## config.mk

```make
export PLATFORM = sky130hd
export DESIGN_NAME = swa_front
export DESIGN_NICKNAME = d
export VERILOG_FILES = /design/src/sv/swa_pkg.sv /design/src/sv/swa_front.sv
export SDC_FILE = /design/constraint.sdc
export NUM_CORES = 2
export LEC_CHECK = 0
export ABC_AREA = 1
export BUFFER_PORTS_ARGS = -buffer_cell sky130_fd_sc_hd__buf_2
export CAP_MARGIN = 20
export CORE_ASPECT_RATIO = 1.25
export CORE_MARGIN = 4
export CORE_UTILIZATION = 30
export DETAILED_ROUTE_END_ITERATION = 6
export PLACE_DENSITY_LB_ADDON = 0.3
export RECOVER_POWER = 50
export SLEW_MARGIN = 20
export SYNTH_ARGS = -nofsm -noshare
export SYNTH_HDL_FRONTEND = slang
export SYNTH_SLANG_ARGS = --single-unit
```

## constraint.sdc

```tcl
create_clock -name i_clk -period 12.7 [get_ports i_clk]
set_clock_uncertainty 0.2 [all_clocks]
set_input_delay 0.635 -clock i_clk [delete_from_list [all_inputs] [get_ports i_clk]]
set_output_delay 0.635 -clock i_clk [all_outputs]
set_load 0.03 [all_outputs]
```

## src/sv/swa_pkg.sv

```systemverilog
// Shared types, constants and the sine table of the sine texture warp address core.
package swa_pkg;

    localparam int MAX_DIM      = 1024;
    localparam int SINE_ENTRIES = 1024;

    localparam int DIM_W   = $clog2(MAX_DIM + 1);
    localparam int DVS_W   = (DIM_W > 5) ? DIM_W : 5;
    localparam int REM_W   = DVS_W + 1;
    localparam int SINE_AW = $clog2(SINE_ENTRIES + 1);

    // Spatial angle divider: numerator is dest << 19 in a 32-bit word, 4 bits a stage.
    localparam int DIV_NUM_W  = 32;
    localparam int DIV_STAGES = DIV_NUM_W / 4;

    // Wrap unit: numerator is coordinate + displacement + 256 * dimension.
    localparam int NUM_W      = DIM_W + 9;
    localparam int REM_STAGES = (NUM_W + 3) / 4;
    localparam int REM_PAD    = 4 * REM_STAGES;
    localparam int CMB_W      = (NUM_W + 1 > 24) ? NUM_W + 1 : 24;

    localparam int Q_DEPTH = 4;
    localparam int QPTR_W  = $clog2(Q_DEPTH);
    localparam int QCNT_W  = $clog2(Q_DEPTH + 1);

    localparam int LANES = 4;

    // Register indexes (word address).
    localparam logic [2:0] REG_WARP_MODE      = 3'd0;
    localparam logic [2:0] REG_TEXTURE_WIDTH  = 3'd1;
    localparam logic [2:0] REG_TEXTURE_HEIGHT = 3'd2;
    localparam logic [2:0] REG_X_SCALE        = 3'd3;
    localparam logic [2:0] REG_Y_SCALE        = 3'd4;
    localparam logic [2:0] REG_FRAME_TIME     = 3'd5;

    localparam logic MODE_SHIFT  = 1'b0;
    localparam logic MODE_DOUBLE = 1'b1;

    // Per lane rates (1/65536 turn per second) and phases (1/65536 turn), {lane3..lane0}.
    // Shift warp: lane0 column term, lane1 row term; lanes 2 and 3 unused.
    // Double warp: lane0 s3, lane1 s1, lane2 s2, lane3 s4.
    localparam logic [LANES-1:0][15:0] RATE_M0 = {16'd45714, 16'd21543, 16'd9102, 16'd8010};
    localparam logic [LANES-1:0][15:0] RATE_M1 = {16'd45714, 16'd21543, 16'd57143, 16'd45714};
    localparam logic [LANES-1:0][15:0] OFF_M0  = {16'd9599, 16'd5600, 16'd0, 16'd17408};
    localparam logic [LANES-1:0][15:0] OFF_M1  = {16'd9599, 16'd5600, 16'd7200, 16'd2399};

    typedef struct packed {
        logic [9:0] dest_x;
        logic [9:0] dest_y;
    } t_in;

    typedef struct packed {
        logic [9:0]  source_x;
        logic [9:0]  source_y;
        logic [19:0] source_index;
    } t_out;

    typedef struct packed {
        logic mode;
        t_in  pix;
    } t_qent;

    typedef struct packed {
        logic [DIM_W-1:0]            w;
        logic [DIM_W-1:0]            h;
        logic [4:0]                  xs;
        logic [4:0]                  ys;
        logic [LANES-1:0][23:0]      lane_off;
    } t_geom;

    typedef struct packed {
        logic [REM_W-1:0] rem;
        logic [3:0]       q;
    } t_div_step;

    // Four restoring division steps; rem_in must be below dvs.
    function automatic t_div_step f_div_step(input logic [REM_W-1:0] rem_in,
                                             input logic [3:0]       bits,
                                             input logic [DVS_W-1:0] dvs);
        logic [REM_W-1:0] rem;
        t_div_step        res;
        rem   = rem_in;
        res.q = '0;
        for (int j = 3; j >= 0; j--) begin
            rem = {rem[REM_W-2:0], bits[j]};
            if (rem >= REM_W'(dvs)) begin
                rem      = rem - REM_W'(dvs);
                res.q[j] = 1'b1;
            end
        end
        res.rem = rem;
        return res;
    endfunction

    localparam longint unsigned Q30_ONE     = 64'd1073741824;
    localparam longint unsigned HALF_PI_Q30 = 64'd1686629713;

    typedef logic [14:0] t_sine_rom [0:SINE_ENTRIES];

    // Quarter wave in Q14 from a Q30 Taylor series, built at elaboration.
    function automatic t_sine_rom f_sine_rom();
        t_sine_rom       rom;
        longint unsigned t;
        longint unsigned t2;
        longint unsigned h;
        for (int k = 0; k <= SINE_ENTRIES; k++) begin
            t  = (longint'(k) * HALF_PI_Q30) / SINE_ENTRIES;
            t2 = (t * t) >> 30;
            h  = Q30_ONE - t2 / 110;
            h  = Q30_ONE - (((t2 / 72) * h) >> 30);
            h  = Q30_ONE - (((t2 / 42) * h) >> 30);
            h  = Q30_ONE - (((t2 / 20) * h) >> 30);
            h  = Q30_ONE - (((t2 / 6) * h) >> 30);
            rom[k] = 15'((((t * h) >> 30) + 64'd32768) >> 16);
        end
        return rom;
    endfunction

    localparam t_sine_rom SINE_ROM = f_sine_rom();

endpackage

```

## src/sv/swa_front.sv

```systemverilog
// Front end: register port, item intake and per-frame angle offsets.
module swa_front (
    input  logic                i_clk,
    input  logic                i_rst_n,
    input  logic                psel,
    input  logic                penable,
    input  logic                pwrite,
    input  logic [4:0]          paddr,
    input  logic [31:0]         pwdata,
    output logic [31:0]         prdata,
    output logic                pready,
    input  logic                start,
    output logic                busy,
    input  swa_pkg::t_in        i_item,
    input  logic                i_room,
    output logic                o_push,
    output swa_pkg::t_qent      o_ent,
    output swa_pkg::t_geom      o_geom
);

    logic        r_warp_mode;
    logic [10:0] r_texture_width;
    logic [10:0] r_texture_height;
    logic [4:0]  r_x_scale;
    logic [4:0]  r_y_scale;
    logic [23:0] r_frame_time;

    logic           r_fv;
    swa_pkg::t_qent r_fent;
    swa_pkg::t_geom r_geom;
    swa_pkg::t_geom n_geom;

    logic        wr_en;
    logic        accept;
    logic [39:0] n_mul [swa_pkg::LANES];

    assign pready = 1'b1;
    assign wr_en  = psel & penable & pwrite;
    assign busy   = ~i_room;
    assign accept = start & ~busy;

    always_ff @(posedge i_clk) begin
        if (!i_rst_n) begin
            r_warp_mode      <= 1'b0;
            r_texture_width  <= 11'd64;
            r_texture_height <= 11'd64;
            r_x_scale        <= 5'd1;
            r_y_scale        <= 5'd1;
            r_frame_time     <= 24'd0;
        end else if (wr_en) begin
            case (paddr[4:2])
                swa_pkg::REG_WARP_MODE:      r_warp_mode      <= pwdata[0];
                swa_pkg::REG_TEXTURE_WIDTH:  r_texture_width  <= pwdata[10:0];
                swa_pkg::REG_TEXTURE_HEIGHT: r_texture_height <= pwdata[10:0];
                swa_pkg::REG_X_SCALE:        r_x_scale        <= pwdata[4:0];
                swa_pkg::REG_Y_SCALE:        r_y_scale        <= pwdata[4:0];
                swa_pkg::REG_FRAME_TIME:     r_frame_time     <= pwdata[23:0];
                default: ;
            endcase
        end
    end

    always_comb begin
        case (paddr[4:2])
            swa_pkg::REG_WARP_MODE:      prdata = {31'd0, r_warp_mode};
            swa_pkg::REG_TEXTURE_WIDTH:  prdata = {21'd0, r_texture_width};
            swa_pkg::REG_TEXTURE_HEIGHT: prdata = {21'd0, r_texture_height};
            swa_pkg::REG_X_SCALE:        prdata = {27'd0, r_x_scale};
            swa_pkg::REG_Y_SCALE:        prdata = {27'd0, r_y_scale};
            swa_pkg::REG_FRAME_TIME:     prdata = {8'd0, r_frame_time};
            default:                     prdata = 32'd0;
        endcase
    end

    // Clamp dimensions to 1..MAX_DIM, zero scale acts as one.
    always_comb begin
        if (r_texture_width == 11'd0) begin
            n_geom.w = swa_pkg::DIM_W'(1);
        end else if (32'(r_texture_width) > swa_pkg::MAX_DIM) begin
            n_geom.w = swa_pkg::DIM_W'(swa_pkg::MAX_DIM);
        end else begin
            n_geom.w = swa_pkg::DIM_W'(r_texture_width);
        end
        if (r_texture_height == 11'd0) begin
            n_geom.h = swa_pkg::DIM_W'(1);
        end else if (32'(r_texture_height) > swa_pkg::MAX_DIM) begin
            n_geom.h = swa_pkg::DIM_W'(swa_pkg::MAX_DIM);
        end else begin
            n_geom.h = swa_pkg::DIM_W'(r_texture_height);
        end
        n_geom.xs = (r_x_scale == 5'd0) ? 5'd1 : r_x_scale;
        n_geom.ys = (r_y_scale == 5'd0) ? 5'd1 : r_y_scale;
        for (int l = 0; l < swa_pkg::LANES; l++) begin
            n_mul[l] = r_frame_time * (r_warp_mode ? swa_pkg::RATE_M1[l]
                                                   : swa_pkg::RATE_M0[l]);
            n_geom.lane_off[l] = n_mul[l][23:0]
                + {(r_warp_mode ? swa_pkg::OFF_M1[l] : swa_pkg::OFF_M0[l]), 8'd0};
        end
    end

    always_ff @(posedge i_clk) begin
        r_geom <= n_geom;
        if (accept) begin
            r_fent.mode <= r_warp_mode;
            r_fent.pix  <= i_item;
        end
        if (!i_rst_n) begin
            r_fv <= 1'b0;
        end else begin
            r_fv <= accept;
        end
    end

    assign o_push = r_fv;
    assign o_ent  = r_fent;
    assign o_geom = r_geom;

endmodule

```

==> Word level (Yosys, flattened, before mapping) <==
Cells that the tools add are included.
{ "word_totals": {"regBits": 207, "inputBits": 64, "output_inout_bits": 184} }
{ "op_classes": {"reduce_logical": 13, "n_bitwise": 4, "mux": 7, "mul": 4, "magnitude_cmp": 2, "n_eq_ne": 5, "add_sub_neg": 4} }
{ "ops": {"columns": ["cell", "n"], "rows": [
  ["$pmux W24 S6", 1],
  ["$mul A24 B16 Y24", 2],
  ["$mux W16", 2],
  ["$add A24 B21 Y24", 1],
  ["$add A24 B21 Y24 const B", 1],
  ["$add A24 B22 Y24 const B", 1],
  ["$add A24 B23 Y24", 1],
  ["$mul A24 B15 Y23 const B", 1],
  ["$mul A24 B15 Y24 const B", 1],
  ["$gt A11 B11 Y1 const B", 2],
  ["$logic_not A11 Y1", 2],
  ["$mux W11", 2],
  ["$mux W15", 1],
  ["$mux W13", 1],
  ["$reduce_and A2 Y1", 6],
  ["$logic_not A5 Y1", 2],
  ["$eq A3 B2 Y1 const B", 2],
  ["$eq A3 B3 Y1 const B", 2],
  ["$reduce_or A2 Y1", 2],
  ["$and A1 B1 Y1", 3],
  ["$eq A3 B1 Y1 const B", 1],
  ["$logic_not A3 Y1", 1],
  ["$not A1 Y1", 1]
]} }

==> Longest topological paths before layout <==
{ "logic_depth": {"word_depth": 3, "ltp_mapped": 29, "ltp_nobuf": 28} }

==> Worst setup path after synthesis <==
OpenSTA, ideal clock, no wires.
{ "synth_path": {"kind": "flip-flop to flip-flop", "start": "register r_frame_time[9]", "end": "register r_geom, in the netlist o_geom[41]", "path_slack_ps": 6355, "stages_incl_launch_ff": 23, "arrival_ps": 6018, "t_required_ps": 12373, "setup_ps": 127, "path_buffers": 0, "cell_sequence": "dfxtp_1 > inv_1 > nor2_1 > inv_1 > fa_1 > inv_1 > fa_1 > inv_1 > fa_1 > inv_1 > fa_1 > fa_1 > inv_1 > fa_1 > inv_1 > ha_1 > nand2_1 > nor2_1 > nand2_1 > o211ai_1 > a31oi_1 > o21ai_0 > xor2_1"} }
{ "synth_rtl": {"columns": ["element", "line_no", "rtl"], "rows": [
  ["start: declaration", "swa_front.sv:26", "logic [23:0] r_frame_time;"],
  ["start signal: assignment", "swa_front.sv:57", "swa_pkg::REG_FRAME_TIME: r_frame_time <= pwdata[23:0];"],
  ["end signal: assignment", "swa_front.sv:102", "r_geom <= n_geom;"],
  ["end: declaration", "swa_front.sv:30", "swa_pkg::t_geom r_geom;"]
]} }

==> key figures <==
Timing
  • Final Hold Viols: 0
  • Min cycle time layout: 8.728 ns
  • F_max: 114.6 MHz
  • Slew margin rel.: -0.4615
  • Setup TNS: 0 ns
  • Slew @ Worst Pin: 2.192 ns
  • Pins Over Slew Limit: 111
  • Final setup fails: 0
  • Crit share post-route: 0.6872
  • Fin worst setup slack: 3.972 ns
  • RSZ-0062 raised after global routing: false

Outcome
  • Status: complete, but fails checks
  • Failing checks: capacitance limit, slew limit

Logic synthesis
  • Top cell type by total area after synthesis: fa_1
  • EDFF count, synth: 21
  • FF+latch count, synth: 202
  • Async SR Flop Fraction: 0
  • Count leader, synth: inv_1
  • Synth warn: 0
  • Sequential fraction of the synthesis area: 0.1643
  • Share of the synthesized area in the top cell type: 0.3287
  • Cells after Synth: 2833
  • Most used DFF post-synth: dfxtp_1
  • Mapped Area: 25890 µm²
  • Largest cells by area after synthesis: fa_1 33%, ha_1 18%, dfxtp_1 14%
  • Avg Inst Size Synth: 9.137 µm²
  • Post-synth top cells: 756 x inv_1, 425 x fa_1, 374 x ha_1, 310 x nand2_1, 181 x dfxtp_1
  • Synth unique cells: 58

Global routing
  • Tot GR Track Use: 0.1640
  • First-pass GRT wire length: 115.7 mm
  • Largest net degree at the start of global routing: 58
  • Antenna violations before repair: 1
  • Grt total ovfl: 0
  • Vias in the first global route: 20390

Routing
  • Routed wire length: ~74 mm
  • DRC viols: 0
  • Wire per inst: 17.53 µm
  • Vias per cell: 4.485
  • Antenna violation net count after detailed routing: 0
  • DRT Pass-1 Iters: 7
  • Iter 0 DRT Violations: 814
  • Vias: ~19000

Power and ir drop
  • Sw frac: 0.3708
  • Leakage Power: 15.84 nW
  • Power per cell area: slightly below 70 nW/µm²
  • Combinational power share: 0.289
  • VDD IR max: 0.09039 mV
  • Switching pwr: 0.0007464 W
  • Internal: 0.001267 W
  • Power share of the sequential group: 0.360
  • Clock group share of total power: 0.351

Place
  • Buffers on Ports: 226
  • Post-DP HPWL: about 60 mm
  • Place WS: 5.328 ns
  • Placed Instances: 4157
  • Routability cong.: 0.8663

Critical path
  • Startpoint types: register
  • WS Path Type: reg -> reg
  • Worst Path Max Fanout: 16
  • Crit path arrival time: 9.02 ns
  • Critical Path Sink Type: register
  • Worst path required time: 12.99 ns
  • R2R setup slack: 3.97 ns

Final layout
  • P&R area growth vs syn: 13.02%
  • Share of cells above drive strength 1: 0.07426
  • Fin nets: 3970
  • Final Util: 0.3419
  • Final Non-Filler Cells: 4224
  • Fillers: 9022
  • Flip-flop and latch area: 4254 µm²
  • Area occupied by multi-input gates: 18610 µm²

Floorplanning
  • Chip Height: 336.4 µm
  • Die W: 270.7 µm
  • Initial Util: 0.3025
  • I/O pin cnt: 248
  • Row count: between 100 and 150
  • Core Region: 85580 µm²
  • Die Footprint: 91080 µm²

Clocking
  • Post-CTS Setup Bufs: 0
  • Clock-pin slew on the worst setup and hold paths: 0.07 ns
  • Inserted Clock Buffers: 25
  • Clock Latency Late Sink: 0.60 ns
  • Clk root buf: clkbuf_16
  • Clk sinks: 202
  • Post-CTS Resized: 0
  • Htree depth: 1
  • TritonCTS clock tree: done
  • Clk buf depth: 3

Hold path
  • Hold Path Class: in -> reg

Run
  • Max cap viols: 4
[layout make-up]
class | instances | share of cell area
Timing Repair Buffer | 267 | 0.04632
Multi-Input combinational cell | 1847 | 0.6362
Sequential cell | 202 | 0.1454
Clock inverter | 14 | 0.003849
Antenna cell | 2 | 0.0001711
Clock buffer | 30 | 0.02309
Inverter | 764 | 0.09802
Tap cell | 1098 | 0.04696
[cell usage in the layout (no fill, tap or decap), types with 7 or more instances in the layout]
master / count
clkbuf_1: 102
or2_2: 11
fa_1: 425
xor2_1: 73
dfxtp_1: 181
o21ai_0: 105
clkbuf_16: 25
dlygate4sd3_1: 20
nand2_1: 310
o211ai_1: 9
buf_2: 128
nor4_1: 9
nand4_1: 18
nor2_1: 163
inv_1: 756
conb_1: 29
nand3_1: 66
edfxtp_1: 21
a31oi_1: 9
a21oi_1: 119
nand2_2: 9
buf_4: 18
ha_1: 374
nor3_1: 7
xnor2_1: 48
[cells by family (layout without fill, tap and decap cells)]
logic type	count (synthesis)	count (layout)	synth area share
and+or+nand+nor	613	613	0.1011
AOI/OAI and AO/OA	280	280	0.05974
DFF	202	202	0.1643
adders and majority gates	799	799	0.5094
xor gates and xnor gates	126	126	0.04452
other	2	31	0.0002901
buffers and inverters	811	1075	0.1205
[stage by stage]
step                hold WS, ns  cell area (µm²)  total power (W)
floorplan                0.2047            25990         0.001145
global placement         0.1705            28390         0.001330
detailed placement       0.1666            28390         0.001332
CTS                     0.03487            29380         0.002074
global route            0.09762            29250         0.002152
finish                  0.08000            29260         0.002013
[flip-flops by register name, indices dropped and copies added, names as in the netlist]
name              flops
o_geom              123
r_frame_time         24
o_ent                21
r_texture_height     11
r_texture_width      11
r_x_scale             5
r_y_scale             5
o_push                1
r_warp_mode           1
[layer usage]
layer,GRT usage,share of wire
met1,0.2070,0.42
met2,0.2912,0.50
met3,0.02797,0.053
met4,0.04439,0.028
met5,0,0
[what timing repair did]
item,in CTS,in global routing
setup endpoints to repair,0,0
hold buffers,20,0
hold endpoints to repair,20,0
[power by group through the flow]
stage | Clock [W] | Combinational (W) | Sequential [W]
final | 0.000707 | 0.000582 | 0.000724
after global placement | 0 | 0.000593 | 0.000738
after global routing | 0.000768 | 0.000655 | 0.000730
after CTS | 0.000746 | 0.000604 | 0.000725
after floorplan | 0 | 0.000303 | 0.000842
after detailed placement | 0 | 0.000594 | 0.000738
[critical path, cell delays in order (launching register included)]
cell and delay [ns]:
dfxtp_1 0.31, clkbuf_1 1.38, clkinv_1 1.19, nor2_1 0.53, inv_1 0.08, nand2_1 0.08, inv_1 0.10, ha_1 0.21
or2_2 0.31, fa_1 0.36, inv_1 0.10, fa_1 0.41, inv_1 0.09, fa_1 0.41, fa_1 0.49, inv_1 0.05
fa_1 0.48, inv_1 0.04, ha_1 0.36, nand2_1 0.12, nor2_1 0.13, nand2_1 0.09, o311ai_0 0.87, inv_1 0.09
nand3_1 0.11, nand2_1 0.04
[worst paths after layout]
kind	end	cells past startpoint	from
max	o_geom[23]$_DFF_P_	25	r_frame_time[0]$_SDFFE_PN0P_
min	o_push$_SDFF_PN0_	3	start
max reg2reg	o_geom[23]$_DFF_P_	25	r_frame_time[0]$_SDFFE_PN0P_
min reg2reg	o_geom[116]$_SDFF_PP0_	0	r_texture_height[10]$_SDFFE_PN0P_
Power figures use the tool's default switching activity.
