<file path="config.mk">
export PLATFORM = sky130hd
export DESIGN_NAME = swa_queue
export DESIGN_NICKNAME = d
export VERILOG_FILES = /design/src/sv/swa_pkg.sv /design/src/sv/swa_queue.sv
export SDC_FILE = /design/constraint.sdc
export NUM_CORES = 1
export LEC_CHECK = 0
export BUFFER_PORTS_ARGS = -buffer_cell sky130_fd_sc_hd__buf_2
export CAP_MARGIN = 20
export CORE_MARGIN = 4
export CORE_UTILIZATION = 60
export CTS_BUF_LIST = sky130_fd_sc_hd__clkbuf_8
export DETAILED_ROUTE_END_ITERATION = 8
export HOLD_SLACK_MARGIN = 0.08
export PLACE_DENSITY = 0.83
export REMOVE_ABC_BUFFERS = 1
export SLEW_MARGIN = 10
export SYNTH_ARGS = -nofsm -noshare
export SYNTH_HDL_FRONTEND = slang
export SYNTH_SLANG_ARGS = --single-unit
</file>
<file path="constraint.sdc">
create_clock -name i_clk -period 4.9 [get_ports i_clk]
set_input_delay 1.47 -clock i_clk [delete_from_list [all_inputs] [get_ports i_clk]]
set_output_delay 1.47 -clock i_clk [all_outputs]
set_load 0.03 [all_outputs]
</file>
<file path="src/sv/swa_pkg.sv">
// Shared types, constants and the sine table of the sine texture warp address core.
package swa_pkg;

    localparam int MAX_DIM      = 1024;
    localparam int SINE_ENTRIES = 1024;

    localparam int DIM_W   = $clog2(MAX_DIM + 1);
    localparam int DVS_W   = (DIM_W > 5) ? DIM_W : 5;
    localparam int REM_W   = DVS_W + 1;
    localparam int SINE_AW = $clog2(SINE_ENTRIES + 1);

    // Spatial angle divider: numerator is dest << 19 in a 32-bit word, 4 bits a stage.
    localparam int DIV_NUM_W  = 32;
    localparam int DIV_STAGES = DIV_NUM_W / 4;

    // Wrap unit: numerator is coordinate + displacement + 256 * dimension.
    localparam int NUM_W      = DIM_W + 9;
    localparam int REM_STAGES = (NUM_W + 3) / 4;
    localparam int REM_PAD    = 4 * REM_STAGES;
    localparam int CMB_W      = (NUM_W + 1 > 24) ? NUM_W + 1 : 24;

    localparam int Q_DEPTH = 4;
    localparam int QPTR_W  = $clog2(Q_DEPTH);
    localparam int QCNT_W  = $clog2(Q_DEPTH + 1);

    localparam int LANES = 4;

    // Register indexes (word address).
    localparam logic [2:0] REG_WARP_MODE      = 3'd0;
    localparam logic [2:0] REG_TEXTURE_WIDTH  = 3'd1;
    localparam logic [2:0] REG_TEXTURE_HEIGHT = 3'd2;
    localparam logic [2:0] REG_X_SCALE        = 3'd3;
    localparam logic [2:0] REG_Y_SCALE        = 3'd4;
    localparam logic [2:0] REG_FRAME_TIME     = 3'd5;

    localparam logic MODE_SHIFT  = 1'b0;
    localparam logic MODE_DOUBLE = 1'b1;

    // Per lane rates (1/65536 turn per second) and phases (1/65536 turn), {lane3..lane0}.
    // Shift warp: lane0 column term, lane1 row term; lanes 2 and 3 unused.
    // Double warp: lane0 s3, lane1 s1, lane2 s2, lane3 s4.
    localparam logic [LANES-1:0][15:0] RATE_M0 = {16'd45714, 16'd21543, 16'd9102, 16'd8010};
    localparam logic [LANES-1:0][15:0] RATE_M1 = {16'd45714, 16'd21543, 16'd57143, 16'd45714};
    localparam logic [LANES-1:0][15:0] OFF_M0  = {16'd9599, 16'd5600, 16'd0, 16'd17408};
    localparam logic [LANES-1:0][15:0] OFF_M1  = {16'd9599, 16'd5600, 16'd7200, 16'd2399};

    typedef struct packed {
        logic [9:0] dest_x;
        logic [9:0] dest_y;
    } t_in;

    typedef struct packed {
        logic [9:0]  source_x;
        logic [9:0]  source_y;
        logic [19:0] source_index;
    } t_out;

    typedef struct packed {
        logic mode;
        t_in  pix;
    } t_qent;

    typedef struct packed {
        logic [DIM_W-1:0]            w;
        logic [DIM_W-1:0]            h;
        logic [4:0]                  xs;
        logic [4:0]                  ys;
        logic [LANES-1:0][23:0]      lane_off;
    } t_geom;

    typedef struct packed {
        logic [REM_W-1:0] rem;
        logic [3:0]       q;
    } t_div_step;

    // Four restoring division steps; rem_in must be below dvs.
    function automatic t_div_step f_div_step(input logic [REM_W-1:0] rem_in,
                                             input logic [3:0]       bits,
                                             input logic [DVS_W-1:0] dvs);
        logic [REM_W-1:0] rem;
        t_div_step        res;
        rem   = rem_in;
        res.q = '0;
        for (int j = 3; j >= 0; j--) begin
            rem = {rem[REM_W-2:0], bits[j]};
            if (rem >= REM_W'(dvs)) begin
                rem      = rem - REM_W'(dvs);
                res.q[j] = 1'b1;
            end
        end
        res.rem = rem;
        return res;
    endfunction

    localparam longint unsigned Q30_ONE     = 64'd1073741824;
    localparam longint unsigned HALF_PI_Q30 = 64'd1686629713;

    typedef logic [14:0] t_sine_rom [0:SINE_ENTRIES];

    // Quarter wave in Q14 from a Q30 Taylor series, built at elaboration.
    function automatic t_sine_rom f_sine_rom();
        t_sine_rom       rom;
        longint unsigned t;
        longint unsigned t2;
        longint unsigned h;
        for (int k = 0; k <= SINE_ENTRIES; k++) begin
            t  = (longint'(k) * HALF_PI_Q30) / SINE_ENTRIES;
            t2 = (t * t) >> 30;
            h  = Q30_ONE - t2 / 110;
            h  = Q30_ONE - (((t2 / 72) * h) >> 30);
            h  = Q30_ONE - (((t2 / 42) * h) >> 30);
            h  = Q30_ONE - (((t2 / 20) * h) >> 30);
            h  = Q30_ONE - (((t2 / 6) * h) >> 30);
            rom[k] = 15'((((t * h) >> 30) + 64'd32768) >> 16);
        end
        return rom;
    endfunction

    localparam t_sine_rom SINE_ROM = f_sine_rom();

endpackage

</file>
<file path="src/sv/swa_queue.sv">
// Short queue between the front end and the address pipeline.
module swa_queue (
    input  logic           i_clk,
    input  logic           i_rst_n,
    input  logic           i_push,
    input  swa_pkg::t_qent i_ent,
    output logic           o_room,
    output logic           o_valid,
    output swa_pkg::t_qent o_ent
);

    swa_pkg::t_qent              r_mem [swa_pkg::Q_DEPTH];
    logic [swa_pkg::QPTR_W-1:0]  r_wp;
    logic [swa_pkg::QPTR_W-1:0]  r_rp;
    logic [swa_pkg::QCNT_W-1:0]  r_count;
    logic [swa_pkg::QCNT_W-1:0]  n_count;
    logic                        pop;

    // The pipeline behind never stalls: drain one entry every cycle.
    assign pop     = (r_count != '0);
    assign o_valid = pop;
    assign o_ent   = r_mem[r_rp];
    // Keep one slot spare for the item held in the front register.
    assign o_room  = (r_count < swa_pkg::QCNT_W'(swa_pkg::Q_DEPTH - 1));

    always_comb begin
        n_count = r_count;
        if (i_push && !pop) begin
            n_count = r_count + 1'b1;
        end else if (!i_push && pop) begin
            n_count = r_count - 1'b1;
        end
    end

    always_ff @(posedge i_clk) begin
        if (i_push) begin
            r_mem[r_wp] <= i_ent;
        end
        if (!i_rst_n) begin
            r_wp    <= '0;
            r_rp    <= '0;
            r_count <= '0;
        end else begin
            r_count <= n_count;
            if (i_push) begin
                r_wp <= r_wp + 1'b1;
            end
            if (pop) begin
                r_rp <= r_rp + 1'b1;
            end
        end
    end

endmodule

</file>
; ---- After elaboration in Yosys (flattened, before gate mapping)
; Memories as Yosys holds them, arrays and structs flattened. A register that Yosys moved wholly into a read port is not among the register bits.
; Cells that the tools add are included.
[totals]
reg_bits = 7
mem_bits_rw = 84
in_bits = 24
out_inout_bits = 23
elab_cells = 21
memories = 1
[mem_list]
columns = memory, words, width, rd, rd_ports_with_merged_regs, wr, line_no
row1 = r_mem, 4, 21, 1, 1, 1, swa_queue.sv:12  ; swa_pkg::t_qent r_mem [swa_pkg::Q_DEPTH];
[op_classes]
addsub = 4
n_lt_le_gt_ge = 1
muxes = 6
n_reduce_logical = 6
[op_table]
columns = op, count
row1 = 3-bit 2-to-1 mux, 2
row2 = 2-bit by 1-bit adder with 2-bit output (second input constant), 2
row3 = 2-bit 2-to-1 mux, 2
row4 = 3-bit by 1-bit adder with 3-bit output (second input constant), 1
row5 = 3-bit by 2-bit less-than comparator with 1-bit output (second input constant), 1
row6 = 3-bit nonzero test, 1
row7 = 3-bit by 1-bit subtractor with 3-bit output (second input constant), 1
row8 = 1-bit logical AND, 2
row9 = 1-bit zero test, 2
row10 = 1-bit 2-to-1 mux, 2
row11 = 2-bit nonzero test, 1

; ---- Logic depth before layout (Yosys ltp)
; Gate-level depths: netlist of the first run.
[logic_depth]
ltp_word = 4
depth_mapped = 6
mapped_depth_nobuf = 5

; ---- Least setup slack after synthesis of the first run
; OpenSTA, ideal clock, no wires.
[synth_path]
path_type = flip-flop to output port
startpoint = register with a tool-made name
endpoint = output o_ent[0] (netlist name)
arrival_time_ps = 1192
t_required_ps = 3430
slack_ps = 2238
path_stages_with_launch = 3
n_path_buf = 1
cell_sequence = dfxtp_1 -> buf_4 -> mux4_2
[synth_lines]
columns = element, line_no
row1 = "end, declared", swa_queue.sv:9  ; output swa_pkg::t_qent o_ent

==> out/metrics.csv, run 1 <==
metric,value,unit
status,finished clean,
setup_violations,0,
die_x,84.1,um
finalCriticalPeriod,3420,ps
grtUsageMet3,0.0474,
drc,0,
gr-total-overflow,0,
n_antenna_cell,0,
clkLatencyLatePin,330,ps
maxSlewViolCount,0,
clockPowerShare,0.254,
initial_core_util,0.624,
grt_util_all_layers,0.174,
place.port_buffers,46,
worst-setup-path-type,register to output pin,
placed_area,3770,sq um
ys_seq_area_frac,0.777,
instances_no_fill,285,
cts_hold_buffers,0,
fin_skew,6.85,ps
initialDrtViolationCount,65,
cts_buffers,9,
final_cell_mix,"edfxtp_1 (84), buf_2 (46), mux4_2 (21), clkbuf_8 (11), dfxtp_1 (9)",
wirelength,5640,um
p_seq_frac,0.460,
synth_cell_types,23,
clock_sinks,93,
syn_area,3480,sq um
cp_slowest_stage_delay,980,ps
grt_pass1_vias,1745,
die_area,7080,sq um
synth.largest_area_cell,edfxtp_1,
worst_slew_pin_slew,1070,ps
final.period_utilization,0.697,
syn-mean-instance-area,22.4,sq um
synth_top_area_share,0.725,
core,5570,sq um
fmax,0.293,GHz
cellPowerDensity,535,nW/um^2
grtUsageMet2,0.303,
clock_path_buffers,2,
num_vias,1601,
critical_path.cell_chain,"mux4_2, buf_2",
p_sw_frac,0.304,
placedCellCount,269,
yosysWarnings,0,
relSlewSlack,0.284,
finalHoldViolations,0,
syn_inst,155,
path_delay_family,flip-flops,
p_sw,650,uW
ios,47,
setup.worst_path.start_class,register,
h-tree-depth,3,
cp_data_required_time,3430,ps
hold_path_class,register to register,
rsz0062_at_grt,false,
critPathMaxFanout,21,
p_leak,1.40,nW
clkTransAtPathRegs,80,ps
synth-seq-cells,93,
synth_area_leaders,"edfxtp_1 (73%), mux4_2 (14%), dfxtp_1 (5.2%), ha_1 (1.8%), and2_1 (1.3%)",
grt_max_degree,22,
globalplace.congestion,0.745,
nets,237,
dp_hpwl,3670,um
cp-end-kind,output pin,
critical_path_arrival,1950,ps
area_delta_synth_final,14.9,%
grt_pass1_wl,9030,um
drive_above_1_share,0.394,
antenna_found_initial,0,
antenna_left,0,
busiest_layer,met2,
drtPass1Iterations,4,
layout_commonest_cell,edfxtp_1,
fp.dieH,84.1,um
crit_slowest_cell,dfxtp_1,
crit_buf_inv,1,
cap_violations,0,
cts_resized,0,
finalSetupTns,0,ps
power.internal,1.49,mW
clock_tree.root_cell,clkbuf_8,
rows,27,
power,2.14,mW
stdcell_area,4000,sq um
cts_tree,done,
comb_power_share,0.285,
cts_setup_buffers,0,
via_per_inst,5.62,
gr-usage-met1,0.200,
wl_per_cell,19.8,um
vdd_drop_max,0.363,mV
power groups by stage:
stage	clock network, mW	registers [mW]	logic [mW]
2_1_floorplan	0	1.01	0.439
3_3_place_gp	0	0.995	0.600
3_5_place_dp	0	1.00	0.620
4_1_cts	0.551	0.987	0.620
5_1_grt	0.595	0.992	0.650
6_report	0.544	0.985	0.610
worst register-to-register path, delay by kind of cell, from the launching register on:
family        cells  cell delay (ps)
simple gates      1              830
fa+ha+maj         1              170
buf+inv           1              100
flops             1              350
logic make-up after synthesis:
family	after synthesis	synth area share
and+or+nand+nor	16	0.0277
xor gates and xnor gates	4	0.0101
DFF	93	0.777
adders and majority gates	5	0.0180
AOI/OAI and AO/OA	6	0.0122
muxes	23	0.142
buffers and inverters	8	0.0130
through the flow:
step / worst slack (ps) / util / hold slack (ps)
6_report: 1480 / 0.717 / 569
4_1_cts: 1430 / 0.717 / 575
2_1_floorplan: 1660 / - / 480
5_1_grt: 1370 / 0.717 / 609
3_5_place_dp: 1800 / 0.677 / 565
3_3_place_gp: 1830 / 0.677 / 493
flip-flops by register name (all words and copies together) (netlist names), named ones only:
signal,flops
r_rp,2
r_mem,84
r_wp,2
r_count,3
worst paths after layout:
| check | from | cells past startpoint | endpoint | slack (ps) |
|---|---|---|---|---|
| worst max-delay path | register | 2 | o_ent[17] | 1480 |
| worst min-delay path | r_count[2] | 2 | r_count[2] | 570 |
| worst max register to register | r_wp[1] | 3 | r_mem[1][12] | 3070 |
| worst min register to register | r_count[2] | 2 | r_count[2] | 570 |
cells in the mapped netlist (all sizes together):
| cell | instances |
|---|---|
| nand2 | 1 |
| dfxtp | 9 |
| xnor2 | 2 |
| mux4 | 21 |
| clkbuf | 2 |
| a21o | 1 |
| o21ai | 2 |
| buf | 3 |
| a21boi | 1 |
| xor2 | 2 |
| ha | 5 |
| nand2b | 2 |
| and3 | 2 |
| nor2b | 1 |
| edfxtp | 84 |
| or3 | 2 |
| inv | 3 |
| mux2i | 2 |
| a21oi | 1 |
| and2 | 7 |
| o31ai | 1 |
| nor3 | 1 |
routing by layer:
layer,vias up,wire length (um)
li1,736,-
met1,808,2170
met4,0,114
met2,47,3070
met3,10,287
met5,-,0
final cells by class:
type	count	area, sq um
clock buffers	11	151
clock inverters	5	73.8
fillers	336	1580
inverters	3	11.3
multi-input cells	54	729
flip-flops and latches	93	2700
well taps	72	90.1
repair buffers	47	238
Power figures use the tool's default switching activity.
==> run 2: changes to the inputs <==
--- a/config.mk
+++ b/config.mk
@@ -8,11 +8,11 @@
 export BUFFER_PORTS_ARGS = -buffer_cell sky130_fd_sc_hd__buf_2
 export CAP_MARGIN = 20
 export CORE_MARGIN = 4
-export CORE_UTILIZATION = 60
+export CORE_UTILIZATION = 53
 export CTS_BUF_LIST = sky130_fd_sc_hd__clkbuf_8
 export DETAILED_ROUTE_END_ITERATION = 8
 export HOLD_SLACK_MARGIN = 0.08
-export PLACE_DENSITY = 0.83
+export PLACE_DENSITY = 0.77
 export REMOVE_ABC_BUFFERS = 1
 export SLEW_MARGIN = 10
 export SYNTH_ARGS = -nofsm -noshare
==> constraint.sdc (replaced) <==
create_clock -name i_clk -period 3 [get_ports i_clk]
set_input_delay 0.9 -clock i_clk [delete_from_list [all_inputs] [get_ports i_clk]]
set_output_delay 0.9 -clock i_clk [all_outputs]
set_load 0.03 [all_outputs]
==> out/metrics.csv, run 2 (same netlist as run 1, synthesis figures left out) <==
metric,value,unit
cts_resized,0,
setup.worst_path.start_class,register,
top_register,r_mem,
num_vias,1637,
critical_path.cell_chain,"buf_12, mux4_2, buf_2",
cp-end-kind,output pin,
cp_slowest_stage_delay,560,ps
fp.dieH,89.0,um
vdd_drop_max,0.455,mV
wirelength,5640,um
critPathMaxFanout,13,
dp_hpwl,3680,um
grt_max_degree,22,
cts_setup_buffers,0,
maxSlewViolCount,0,
die_area,7920,sq um
fin_skew,8.98,ps
ios,47,
status,finished clean,
setup_violations,0,
fmax,0.365,GHz
cp_data_required_time,2100,ps
wl_per_cell,19.0,um
cts_hold_buffers,0,
grt_pass1_wl,8720,um
h-tree-depth,3,
finalSetupTns,0,ps
final.period_utilization,0.914,
grt_pass1_vias,1669,
via_per_inst,5.51,
power,3.44,mW
finalCriticalPeriod,2740,ps
rsz0062_at_grt,false,
layout_commonest_cell,edfxtp_1,
die_x,89.0,um
critical_path_arrival,1840,ps
dp_slack,601,ps
clock_path_buffers,2,
cts_buffers,9,
n_antenna_cell,0,
drive_above_1_share,0.418,
initial_core_util,0.548,
finalHoldViolations,0,
nets,244,
gr-total-overflow,0,
area_delta_synth_final,16.2,%
clkTransAtPathRegs,90,ps
clock_tree.root_cell,clkbuf_8,
worst_slew_pin_slew,464,ps
drc,0,
place.port_buffers,46,
fin_ws,259,ps
p_leak,1.41,nW
clkLatencyLatePin,350,ps
crit_buf_inv,2,
cts_tree,done,
crit_slowest_cell,dfxtp_2,
worst-setup-path-type,register to output pin,
initialDrtViolationCount,77,
path_delay_family,flip-flops,
relSlewSlack,0.691,
antenna_left,0,
grt_util_all_layers,0.156,
cap_violations,0,
core,6350,sq um
antenna_found_initial,0,
rows,29,
final_cell_mix,"edfxtp_1 (84), buf_2 (46), mux4_2 (21), clkbuf_8 (9), dfxtp_1 (8)",
clock_sinks,93,
hold_path_class,register to register,
largest_register_ffs,84,
cellPowerDensity,852,nW/um^2
globalplace.congestion,0.679,
largestRegisters,"r_mem x84, r_count x3",
drtPass1Iterations,4,
run 2: layer usage:
layer	track usage	routed length, um
met1	0.190	2300
met2	0.262	2960
met3	0.0433	337
met4	0.0690	46
met5	0	0
run 2: area by class of cell:
class	count	area [sq um]
Sequential cell	93	2700
Fill cell	430	2310
Multi-Input combinational cell	54	729
Timing Repair Buffer	54	303
Clock buffer	9	124
Tap cell	77	96.3
Clock inverter	7	73.8
Inverter	3	11.3
run 2: stage by stage:
step	instance area, sq um	hold slack, ps	utilization	cells
after global placement	3840	502	0.605	281
after detailed placement	3840	511	0.605	281
after floorplan	3440	480	-	150
final	4040	521	0.636	297
after global routing	4040	533	0.636	297
after CTS	4040	520	0.636	297
run 2: power by group:
part           internal [mW]  leakage [nW]  switching, mW  total [mW]
Clock                  0.386        0.0895          0.424       0.811
Combinational          0.442         0.475          0.603        1.05
Sequential              1.51         0.846         0.0777        1.59
run 2: worst paths after layout:
kind	start	to	slack, ps	cells after the start
setup / recovery	register	o_ent[19]	260	3
hold / removal	r_count[2]	r_count[2]	520	2
setup reg to reg	r_count[0]	r_count[1]	1330	4
hold reg to reg	r_count[2]	r_count[2]	520	2
run 2: tightest hold or removal path, cell delays in order (launching register included):
cell	delay [ps]
dfxtp_1	350
nand2_1	70
mux2i_1	60
==> run 3: changes to the inputs <==
==> constraint.sdc (replaced) <==
create_clock -name i_clk -period 3 [get_ports i_clk]
set_input_delay 0 -clock i_clk [delete_from_list [all_inputs] [get_ports i_clk]]
set_output_delay 0 -clock i_clk [all_outputs]
set_load 0.03 [all_outputs]
==> out/metrics.csv, run 3 (same netlist as run 1, synthesis figures left out) <==
metric,value,unit
initial_core_util,0.548,
hold_ws,403,ps
globalplace.congestion,0.726,
grt_pass1_wl,8180,um
dp_slack,1330,ps
antenna_found_initial,0,
rrSetupSlack,1310,ps
fin_skew,8.98,ps
final-seq-area,2700,sq um
multi_input_area,729,sq um
largest_register_ffs,84,
cts_setup_buffers,0,
layout_commonest_cell,edfxtp_1,
relSlewSlack,0.330,
fp.dieH,89.0,um
core,6350,sq um
num_vias,1655,
status,finished clean,
power,3.42,mW
grt_max_degree,22,
fin_ws,1040,ps
p_leak,1.50,nW
fmax,0.509,GHz
place.port_buffers,46,
grtUsageMet3,0.0415,
top_register,r_mem,
vdd_drop_max,0.595,mV
clock_tree.root_cell,clkbuf_8,
busiest_layer,met2,
dp_hpwl,3280,um
final_cell_mix,"edfxtp_1 (84), buf_2 (46), dlygate4sd3_1 (23), mux4_2 (21), clkbuf_8 (9)",
wl_per_cell,16.6,um
grt_pass1_vias,1650,
power.internal,2.34,mW
gr-total-overflow,0,
comb_power_share,0.273,
cp_data_required_time,3000,ps
fillCellCount,381,
via_per_inst,5.24,
clock_sinks,93,
drc,0,
ios,47,
p_sw_frac,0.317,
die_area,7920,sq um
h-tree-depth,3,
critPathMaxFanout,21,
worst-setup-path-type,register to output pin,
final.period_utilization,0.655,
cts_tree,done,
p_seq_frac,0.486,
initialDrtViolationCount,130,
drtPass1Iterations,4,
gr-usage-met1,0.171,
maxSlewViolCount,0,
worst_slew_pin_slew,1000,ps
nets,263,
clkLatencyLatePin,340,ps
setup.worst_path.start_class,register,
clock_path_buffers,2,
setup_violations,0,
cp-end-kind,output pin,
finalCriticalPeriod,1960,ps
rows,29,
n_antenna_cell,0,
critical_path_arrival,1960,ps
cts_buffers,9,
p_sw,1.09,mW
rsz0062_at_grt,false,
finalHoldViolations,0,
clockPowerShare,0.241,
cap_violations,0,
antenna_left,0,
largestRegisters,"r_mem x84, r_count x3",
hold_path_class,input pin to register,
clkTransAtPathRegs,90,ps
area_delta_synth_final,21.8,%
die_x,89.0,um
grtUsageMet2,0.252,
cellPowerDensity,808,nW/um^2
drive_above_1_share,0.368,
wirelength,5240,um
finalSetupTns,0,ps
grt_util_all_layers,0.143,
-- run 3: power groups by stage --
stage | sequential (mW) | combinational (mW) | clock (mW)
6_report | 1.66 | 0.934 | 0.825
5_1_grt | 1.70 | 0.998 | 0.917
4_1_cts | 1.68 | 0.949 | 0.850
3_5_place_dp | 1.71 | 0.922 | 0
3_3_place_gp | 1.70 | 0.914 | 0
2_1_floorplan | 1.65 | 0.717 | 0
-- run 3: path summary, 6_finish.rpt --
check             start            to  depth (start not counted)
max reg2reg  r_count[0]    r_count[1]                          4
min reg2reg  r_count[2]    r_count[2]                          2
max            register     o_ent[17]                          2
min           i_ent[18]  r_mem[3][18]                          2
-- run 3: critical path, cell delays in order (launching register included) --
cell	delay, ps
dfxtp_2	810
mux4_2	610
buf_2	200
-- run 3: final cells by class --
type                       instances  share of cell area
clock buffer                       9              0.0292
clock inverter                     7              0.0189
inverter                           3             0.00266
multi-input combinational         54               0.172
sequential                        93               0.638
tap                               77              0.0227
timing repair buffer              73               0.116
-- run 3: through the flow --
stage	utilization	std cells	cell area (sq um)
floorplan	-	150	3440
global placement	0.599	277	3800
detailed placement	0.599	277	3800
CTS	0.667	316	4240
global route	0.667	316	4240
finish	0.667	316	4240
-- run 3: layer usage --
metal	share of wire	routed length [um]
met5	0	0
met1	0.42	2210
met3	0.046	240
met4	0.0097	51
met2	0.52	2740
-- run 3: what timing repair did --
item | in CTS | in global routing
resized for setup | 0 | 0
endpoints found under the hold margin | 93 | 0
hold buffers | 23 | 0
